File: src/crc8fr_pkg.sv
package crc8fr_pkg;

    localparam int PAYLOAD_DEPTH_DEF = 256;
    localparam int BYTE_W            = 8;
    localparam int LANES             = 4;
    localparam int WORD_W            = BYTE_W * LANES;
    localparam int CNT_W             = 3;   // 1..4 valid bytes
    localparam int WORD_IDX_W        = 6;   // up to 64 words for a 255-byte payload

    localparam logic [BYTE_W-1:0] START_BYTE = 8'h7E;
    localparam logic [BYTE_W-1:0] END_BYTE   = 8'h7F;
    localparam logic [BYTE_W-1:0] CRC_POLY   = 8'h07;
    localparam logic [BYTE_W-1:0] CRC_INIT   = 8'h00;
    localparam logic [BYTE_W-1:0] ZERO_LEN   = 8'h00;

    typedef struct packed {
        logic load_len;
        logic store_byte;
        logic load_rx_crc;
        logic drain_start;
        logic read_word;
        logic load_out;
    } t_dp_cmd;

    typedef struct packed {
        logic is_start;
        logic len_zero;
        logic is_end;
        logic last_payload;
        logic crc_match;
        logic last_word;
        logic out_free;
    } t_dp_status;

    // CRC-8, MSB first, no reflection
    function automatic logic [BYTE_W-1:0] crc_update(input logic [BYTE_W-1:0] crc,
                                                     input logic [BYTE_W-1:0] b);
        logic [BYTE_W-1:0] c;
        c = crc ^ b;
        for (int k = 0; k < BYTE_W; k++) begin
            if (c[BYTE_W-1]) begin
                c = {c[BYTE_W-2:0], 1'b0} ^ CRC_POLY;
            end else begin
                c = {c[BYTE_W-2:0], 1'b0};
            end
        end
        return c;
    endfunction

endpackage

File: src/crc8fr_if.sv
interface crc8fr_byte_if;
    logic                          valid;
    logic                          ready;
    logic [crc8fr_pkg::BYTE_W-1:0] rx_byte;

    modport source (output valid, output rx_byte, input ready);
    modport sink   (input valid, input rx_byte, output ready);
endinterface

interface crc8fr_word_if;
    logic                          valid;
    logic                          ready;
    logic [crc8fr_pkg::WORD_W-1:0] data_word;
    logic [crc8fr_pkg::CNT_W-1:0]  valid_bytes;
    logic [crc8fr_pkg::BYTE_W-1:0] frame_length;
    logic                          last_word;

    modport source (output valid, output data_word, output valid_bytes,
                    output frame_length, output last_word, input ready);
    modport sink   (input valid, input data_word, input valid_bytes,
                    input frame_length, input last_word, output ready);
endinterface

File: src/crc8fr_ctrl.sv
module crc8fr_ctrl (
    input  logic                   i_clk,
    input  logic                   i_rst_n,
    input  logic                   i_rx_valid,
    output logic                   o_rx_ready,
    input  crc8fr_pkg::t_dp_status i_status,
    output crc8fr_pkg::t_dp_cmd    o_cmd
);

    typedef enum logic [6:0] {
        S_HUNT     = 7'b0000001,
        S_LENGTH   = 7'b0000010,
        S_PAYLOAD  = 7'b0000100,
        S_CHECK    = 7'b0001000,
        S_CLOSE    = 7'b0010000,
        S_DRAIN_RD = 7'b0100000,
        S_DRAIN_LD = 7'b1000000
    } t_state;

    t_state r_state, n_state;
    logic   w_acc;

    assign o_rx_ready = r_state inside {S_HUNT, S_LENGTH, S_PAYLOAD, S_CHECK, S_CLOSE};
    assign w_acc      = i_rx_valid && o_rx_ready;

    always_comb begin
        n_state = r_state;
        o_cmd   = '0;
        case (r_state)
            S_HUNT: begin
                if (w_acc && i_status.is_start) begin
                    n_state = S_LENGTH;
                end
            end
            S_LENGTH: begin
                if (w_acc) begin
                    if (i_status.len_zero) begin
                        n_state = S_HUNT;
                    end else begin
                        o_cmd.load_len = 1'b1;
                        n_state        = S_PAYLOAD;
                    end
                end
            end
            S_PAYLOAD: begin
                if (w_acc) begin
                    o_cmd.store_byte = 1'b1;
                    if (i_status.last_payload) begin
                        n_state = S_CHECK;
                    end
                end
            end
            S_CHECK: begin
                if (w_acc) begin
                    o_cmd.load_rx_crc = 1'b1;
                    n_state           = S_CLOSE;
                end
            end
            S_CLOSE: begin
                if (w_acc) begin
                    if (i_status.is_end && i_status.crc_match) begin
                        o_cmd.drain_start = 1'b1;
                        n_state           = S_DRAIN_RD;
                    end else begin
                        n_state = S_HUNT;
                    end
                end
            end
            S_DRAIN_RD: begin
                if (i_status.out_free) begin
                    o_cmd.read_word = 1'b1;
                    n_state         = S_DRAIN_LD;
                end
            end
            S_DRAIN_LD: begin
                o_cmd.load_out = 1'b1;
                n_state        = i_status.last_word ? S_HUNT : S_DRAIN_RD;
            end
            default: begin
                n_state = S_HUNT;
            end
        endcase
    end

    always_ff @(posedge i_clk) begin
        if (!i_rst_n) begin
            r_state <= S_HUNT;
        end else begin
            r_state <= n_state;
        end
    end

endmodule

File: src/crc8fr_dp.sv
module crc8fr_dp #(
    parameter int PAYLOAD_DEPTH = crc8fr_pkg::PAYLOAD_DEPTH_DEF
) (
    input  logic                          i_clk,
    input  logic                          i_rst_n,
    input  crc8fr_pkg::t_dp_cmd           i_cmd,
    input  logic [crc8fr_pkg::BYTE_W-1:0] i_rx_byte,
    output crc8fr_pkg::t_dp_status        o_status,
    crc8fr_word_if.source                 o_tx
);

    localparam int BW      = crc8fr_pkg::BYTE_W;
    localparam int LN      = crc8fr_pkg::LANES;
    localparam int WIW     = crc8fr_pkg::WORD_IDX_W;
    localparam int CW      = crc8fr_pkg::CNT_W;
    localparam int WORDS   = PAYLOAD_DEPTH / LN;
    localparam int WORD_AW = $clog2(WORDS);

    // payload store, one byte lane per write
    logic [LN-1:0][BW-1:0] r_mem [WORDS];

    logic [BW-1:0]         r_len, r_pos, r_crc, r_rx_crc;
    logic [WIW-1:0]        r_widx;
    logic [LN-1:0][BW-1:0] r_rd_data;

    logic                  r_out_valid;
    logic [LN-1:0][BW-1:0] r_out_word;
    logic [CW-1:0]         r_out_cnt;
    logic [BW-1:0]         r_out_len;
    logic                  r_out_last;

    logic [BW-1:0]         w_rem;
    logic                  w_last;
    logic [CW-1:0]         w_cnt;
    logic [LN-1:0][BW-1:0] w_word;
    logic [WORD_AW-1:0]    w_wr_addr, w_rd_addr;

    assign w_wr_addr = WORD_AW'(r_pos[BW-1:2]);
    assign w_rd_addr = WORD_AW'(r_widx);

    // bytes left from the current word on
    assign w_rem  = r_len - {r_widx, 2'b00};
    assign w_last = (w_rem <= BW'(LN));
    assign w_cnt  = w_last ? w_rem[CW-1:0] : CW'(LN);

    always_comb begin
        for (int i = 0; i < LN; i++) begin
            w_word[i] = (CW'(i) < w_cnt) ? r_rd_data[i] : '0;
        end
    end

    always_comb begin
        o_status.is_start     = (i_rx_byte == crc8fr_pkg::START_BYTE);
        o_status.len_zero     = (i_rx_byte == crc8fr_pkg::ZERO_LEN);
        o_status.is_end       = (i_rx_byte == crc8fr_pkg::END_BYTE);
        o_status.last_payload = ({1'b0, r_pos} + 9'd1) == {1'b0, r_len};
        o_status.crc_match    = (r_crc == r_rx_crc);
        o_status.last_word    = w_last;
        o_status.out_free     = !r_out_valid || o_tx.ready;
    end

    always_ff @(posedge i_clk) begin
        if (i_cmd.store_byte) begin
            r_mem[w_wr_addr][r_pos[1:0]] <= i_rx_byte;
        end
        if (i_cmd.read_word) begin
            r_rd_data <= r_mem[w_rd_addr];
        end
    end

    always_ff @(posedge i_clk) begin
        if (i_cmd.load_len) begin
            r_len <= i_rx_byte;
            r_pos <= '0;
            r_crc <= crc8fr_pkg::crc_update(crc8fr_pkg::CRC_INIT, i_rx_byte);
        end else if (i_cmd.store_byte) begin
            r_pos <= r_pos + 1'b1;
            r_crc <= crc8fr_pkg::crc_update(r_crc, i_rx_byte);
        end
        if (i_cmd.load_rx_crc) begin
            r_rx_crc <= i_rx_byte;
        end
        if (i_cmd.drain_start) begin
            r_widx <= '0;
        end else if (i_cmd.load_out) begin
            r_widx <= r_widx + 1'b1;
        end
        if (i_cmd.load_out) begin
            r_out_word <= w_word;
            r_out_cnt  <= w_cnt;
            r_out_len  <= r_len;
            r_out_last <= w_last;
        end
    end

    always_ff @(posedge i_clk) begin
        if (!i_rst_n) begin
            r_out_valid <= 1'b0;
        end else if (i_cmd.load_out) begin
            r_out_valid <= 1'b1;
        end else if (o_tx.ready) begin
            r_out_valid <= 1'b0;
        end
    end

    assign o_tx.valid        = r_out_valid;
    assign o_tx.data_word    = r_out_word;
    assign o_tx.valid_bytes  = r_out_cnt;
    assign o_tx.frame_length = r_out_len;
    assign o_tx.last_word    = r_out_last;

endmodule

File: src/crc8_frame_receiver.sv
// Length-prefixed frame receiver with CRC-8 check (poly 0x07, init 0, MSB first).
// i_rx carries received bytes, one per transfer. Frame: 0x7E, length (1..255),
// payload, CRC byte, 0x7F. CRC covers length and payload bytes.
// o_tx carries the payload of a good frame as 32-bit words, earliest byte in
// bits 7:0, with valid_bytes, frame_length and last_word on each transfer.
// Bad end byte, CRC mismatch or zero length drop the frame without output.
// Input side: one byte per cycle while the parser is open for bytes.
// After the end-byte transfer the parser drains the payload store, which
// has one read port: each word passes through a read state and then a
// load state into the output register, ceil(length/4) words in all;
// i_rx.ready is low meanwhile.
// The output register holds a word until it is taken; a stalled receiver
// holds the drain in its read state. After the last word is loaded, bytes
// of the next frame are taken while that word still waits.
// Reset (synchronous, active low) returns the parser to start-byte hunt and
// empties the output register. The payload store is not cleared.
module crc8_frame_receiver #(
    parameter int PAYLOAD_DEPTH = crc8fr_pkg::PAYLOAD_DEPTH_DEF
) (
    input  logic        i_clk,
    input  logic        i_rst_n,
    crc8fr_byte_if.sink i_rx,
    crc8fr_word_if.source o_tx
);

    crc8fr_pkg::t_dp_cmd    w_cmd;
    crc8fr_pkg::t_dp_status w_status;
    logic                   w_rx_ready;

    assign i_rx.ready = w_rx_ready;

    // parse phase and drain sequencing
    crc8fr_ctrl u_ctrl (
        .i_clk      (i_clk),
        .i_rst_n    (i_rst_n),
        .i_rx_valid (i_rx.valid),
        .o_rx_ready (w_rx_ready),
        .i_status   (w_status),
        .o_cmd      (w_cmd)
    );

    // length, position, CRC, payload store and output register
    crc8fr_dp #(
        .PAYLOAD_DEPTH (PAYLOAD_DEPTH)
    ) u_dp (
        .i_clk     (i_clk),
        .i_rst_n   (i_rst_n),
        .i_cmd     (w_cmd),
        .i_rx_byte (i_rx.rx_byte),
        .o_status  (w_status),
        .o_tx      (o_tx)
    );

endmodule
File: src/flat_wrapper.sv
// flat-port wrapper written by rule: the top's interface ports become plain ports
module crc8_frame_receiver_flat 
#(
    parameter int PAYLOAD_DEPTH = crc8fr_pkg::PAYLOAD_DEPTH_DEF
)
  (i_clk, i_rst_n, i_rx_valid, i_rx_rx_byte, i_rx_ready, o_tx_valid, o_tx_data_word, o_tx_valid_bytes, o_tx_frame_length, o_tx_last_word, o_tx_ready);
  crc8fr_byte_if i_rx_i ();
  crc8fr_word_if o_tx_i ();
  input  logic i_clk;
  input  logic i_rst_n;
  input wire logic [$bits(i_rx_i.valid)-1:0] i_rx_valid;
  input wire logic [$bits(i_rx_i.rx_byte)-1:0] i_rx_rx_byte;
  output wire logic [$bits(i_rx_i.ready)-1:0] i_rx_ready;
  output wire logic [$bits(o_tx_i.valid)-1:0] o_tx_valid;
  output wire logic [$bits(o_tx_i.data_word)-1:0] o_tx_data_word;
  output wire logic [$bits(o_tx_i.valid_bytes)-1:0] o_tx_valid_bytes;
  output wire logic [$bits(o_tx_i.frame_length)-1:0] o_tx_frame_length;
  output wire logic [$bits(o_tx_i.last_word)-1:0] o_tx_last_word;
  input wire logic [$bits(o_tx_i.ready)-1:0] o_tx_ready;
  assign i_rx_i.valid = i_rx_valid;
  assign i_rx_i.rx_byte = i_rx_rx_byte;
  assign i_rx_ready = i_rx_i.ready;
  assign o_tx_valid = o_tx_i.valid;
  assign o_tx_data_word = o_tx_i.data_word;
  assign o_tx_valid_bytes = o_tx_i.valid_bytes;
  assign o_tx_frame_length = o_tx_i.frame_length;
  assign o_tx_last_word = o_tx_i.last_word;
  assign o_tx_i.ready = o_tx_ready;
  crc8_frame_receiver #(.PAYLOAD_DEPTH(PAYLOAD_DEPTH)) u_core (.i_clk(i_clk), .i_rst_n(i_rst_n), .i_rx(i_rx_i), .o_tx(o_tx_i));
endmodule
File: config.mk
export PLATFORM = sky130hd
export DESIGN_NAME = crc8_frame_receiver_flat
export DESIGN_NICKNAME = d
export VERILOG_FILES = /design/src/crc8fr_pkg.sv /design/src/crc8fr_if.sv /design/src/crc8fr_ctrl.sv /design/src/crc8fr_dp.sv /design/src/crc8_frame_receiver.sv /design/src/flat_wrapper.sv
export SDC_FILE = /design/constraint.sdc
export NUM_CORES = 2
export LEC_CHECK = 0
export ABC_AREA = 0
export BUFFER_PORTS_ARGS = -buffer_cell sky130_fd_sc_hd__buf_2
export CAP_MARGIN = 40
export CORE_ASPECT_RATIO = 1.1
export CORE_MARGIN = 8
export CORE_UTILIZATION = 40
export CTS_CLUSTER_DIAMETER = 50
export CTS_CLUSTER_SIZE = 16
export DETAILED_ROUTE_END_ITERATION = 6
export SYNTH_ARGS = -nofsm -noshare
export SYNTH_HDL_FRONTEND = slang
export SYNTH_SLANG_ARGS = --single-unit
File: constraint.sdc
create_clock -name i_clk -period 7.98 [get_ports i_clk]
set_input_delay 1.596 -clock i_clk [delete_from_list [all_inputs] [get_ports i_clk]]
set_output_delay 1.596 -clock i_clk [all_outputs]
set_load 0.05 [all_outputs]
==> flow_summary.json <==
{
  "critPathArrivalTime_ps": 4710,
  "cp_max_fo": 109,
  "die_x_um": 454,
  "area_delta_synth_final_pct": 12.5,
  "rsz0062_at_grt": "false",
  "cts_resized": 0,
  "postRouteAntennaNets": 0,
  "antenna_found_initial": 4,
  "ys_async_sr_fraction_pct": 0,
  "grt_overflow": 0,
  "regToRegEndpoint": "u_core.u_dp.r_rd_data[31]$_DFFE_PP_",
  "min_period_ps": 4180,
  "wl_um": 218000,
  "vias_per_cell": 5.76,
  "cellPowerDensity_nw_per_um2": 235,
  "initial_utilization_pct": 40.1,
  "placed_cell_area_sq_um": 89100,
  "synth-edff-count": 2148,
  "die_h_um": 498,
  "place_hpwl_um": 140000,
  "drive_above_1_share_pct": 26.8,
  "hold_viol_final": 0,
  "final_common_cell": "edfxtp_1",
  "synth_cells": 3965,
  "first_pass_iters": 6,
  "tns_ps": 0,
  "cts_made_buffers": 177,
  "io_pins": 58,
  "regToRegSetupSlack_ps": 3800,
  "min_period_over_period_pct": 52.3,
  "fin_skew_ps": 33.0,
  "reg2reg_depth": 6,
  "grt_pass1_vias": 41044,
  "hold_ws_ps": 531,
  "min_path_type": "flop to flop",
  "synth_flop_cell": "edfxtp_1",
  "cts_tree": "done",
  "fillCellCount": 17497,
  "fin_cells": 7080,
  "synth_area_per_cell_sq_um": 21.3,
  "setup_viol": 0,
  "final_max_slew_viol_count": 0,
  "outcome": "finished, final reports clean",
  "seq_area_sq_um": 65000,
  "endpoint_kind": "flop",
  "startpoint": "u_core.u_dp.r_widx[1]$_SDFFE_PP0P_",
  "grt_max_degree": 164,
  "synth-seq-cells": 2170,
  "min_from": "u_core.u_dp.r_rd_data[2]$_DFFE_PP_",
  "vias": 40777,
  "dp_cells": 6782,
  "track_usage_pct": 19.0,
  "multiInputGateArea_sq_um": 18500,
  "rows": 177,
  "synth_cell_types": 56,
  "crit_path_start_kind": "flop",
  "ys_seq_area_share_pct": 76.9,
  "ir_drop_mv": 0.181,
  "root_buffer": "clkbuf_16",
  "final_cell_mix": "edfxtp_1 (2,148), mux4_2 (598), nor2_1 (300)",
  "core_sq_um": 211000,
  "clk_latency_ps": 830,
  "htreeDepth": 4,
  "ys_warn_count": 0,
  "power_leakage_nw": 29.9,
  "cap_viol_max_count": 0,
  "syn_nets": 3994,
  "first_iter_violations": 4809,
  "clock_path_buffers": 3,
  "crit_required_ps": 8520,
  "final_nets": 4224,
  "io_buffers": 57,
  "hold_end": "u_core.u_dp.o_tx.data_word[2]$_SDFFCE_PP0P_",
  "remaining_drc_errors": 0,
  "crit-reg2reg-launch": "u_core.u_dp.r_widx[1]$_SDFFE_PP0P_",
  "avgRoutedWirePerCell_um": 30.8,
  "p_total_mw": 22.3,
  "hold_path_depth": 1,
  "worst_slew_pin_slew_ps": 1070,
  "gp_congestion": 0.808,
  "grt_pass1_wl_um": 311000,
  "design_area_sq_um": 95000,
  "dieArea_sq_um": 226000,
  "path_clk_slew_ps": 70,
  "postCtsHoldBufs": 0,
  "worstSetupPathType": "flop to flop",
  "max_slew_margin_pct": 28.9,
  "syn-cell-area_sq_um": 84400,
  "cts_setup_buffers": 0,
  "max_freq_ghz": 0.239,
  "clock-sinks": 2170
}
## how the worst max path moves through the flow
stage | endpoint | cells past startpoint
detailed placement | u_core.u_dp.r_crc[4]$_DFFE_PP_ | 9
CTS | u_core.u_dp.r_rd_data[27]$_DFFE_PP_ | 8
global placement | u_core.u_dp.r_crc[4]$_DFFE_PP_ | 9
finish | u_core.u_dp.r_rd_data[31]$_DFFE_PP_ | 6
floorplan | u_core.u_dp.r_rd_data[0]$_DFFE_PP_ | 2
global route | u_core.u_dp.r_rd_data[27]$_DFFE_PP_ | 8
## stage by stage
stage          util, %  worst slack, ps
2_1_floorplan        -             4540
3_3_place_gp      41.8             3750
3_5_place_dp      42.3             3740
4_1_cts           45.1             3840
5_1_grt           45.1             3730
6_report          45.1             3800
## power by group
| group | internal [mW] | switching, mW |
|---|---|---|
| Clock | 4.91 | 4.11 |
| Combinational | 0.266 | 0.505 |
| Sequential | 12.5 | 0.0246 |
## registers in the layout (all words and copies together), names as in the netlist
| name | flops |
|---|---|
| u_core.u_dp.r_mem | 2048 |
| u_core.u_dp.o_tx.data_word | 32 |
| u_core.u_dp.r_rd_data | 32 |
| u_core.u_dp.o_tx.frame_length | 8 |
| u_core.u_dp.r_crc | 8 |
| u_core.u_dp.r_len | 8 |
| u_core.u_dp.r_pos | 8 |
| u_core.u_dp.r_rx_crc | 8 |
| u_core.u_ctrl.r_state | 7 |
| u_core.u_dp.r_widx | 6 |
| u_core.u_dp.o_tx.valid_bytes | 3 |
| u_core.u_dp.o_tx.last_word | 1 |
| u_core.u_dp.o_tx.valid | 1 |
## kinds of logic (layout without fill, tap and decap cells)
| family | after synthesis | after routing | share of synthesized area (%) |
|---|---|---|---|
| flops | 2170 | 2170 | 76.9 |
| simple gates | 761 | 761 | 3.89 |
| mux | 609 | 609 | 16.1 |
| buf+inv | 234 | 572 | 1.24 |
| compound gates | 109 | 109 | 0.931 |
| xor+xnor | 65 | 65 | 0.674 |
| fa+ha+maj | 17 | 17 | 0.261 |
| other cells | 0 | 3 | 0 |
## worst max-delay path: stages, from the launching register on
cell,delay (ps)
dfxtp_4,590
buf_12,600
buf_4,770
mux4_2,440
mux4_2,530
a32oi_1,570
o21ai_1,210
## layout make-up
type	count	area share [%]
diodes	3	0.00790
inverters	19	0.0843
multi-input cells	1561	19.5
clock buffers	189	4.77
flip-flops and latches	2170	68.4
clock inverters	98	1.36
well taps	2774	3.65
repair buffers	266	2.28
## layer usage
layer / global-route usage, % / part of all wire, % / wire length (um) / vias up
met4: 5.50 / 2.9 / 6440 / 2
met3: 3.01 / 6.9 / 15000 / 309
li1: - / - / - / 16713
met2: 32.0 / 50 / 109000 / 1745
met1: 25.6 / 40 / 87500 / 22008
met5: 0.171 / 0.025 / 54 / -
## cells in the mapped netlist (22+ instances only)
library cell	n	area, sq um
a32oi_1	29	254
and2_1	30	188
buf_1	42	158
buf_2	69	345
clkbuf_1	89	334
dfxtp_1	22	440
edfxtp_1	2148	64500
mux4_2	598	13500
nand2_1	269	1010
nand3_1	73	365
nor2_1	302	1130
xnor2_1	43	377
xor2_1	22	193
Note: power is estimated with default switching activity, not from simulation.
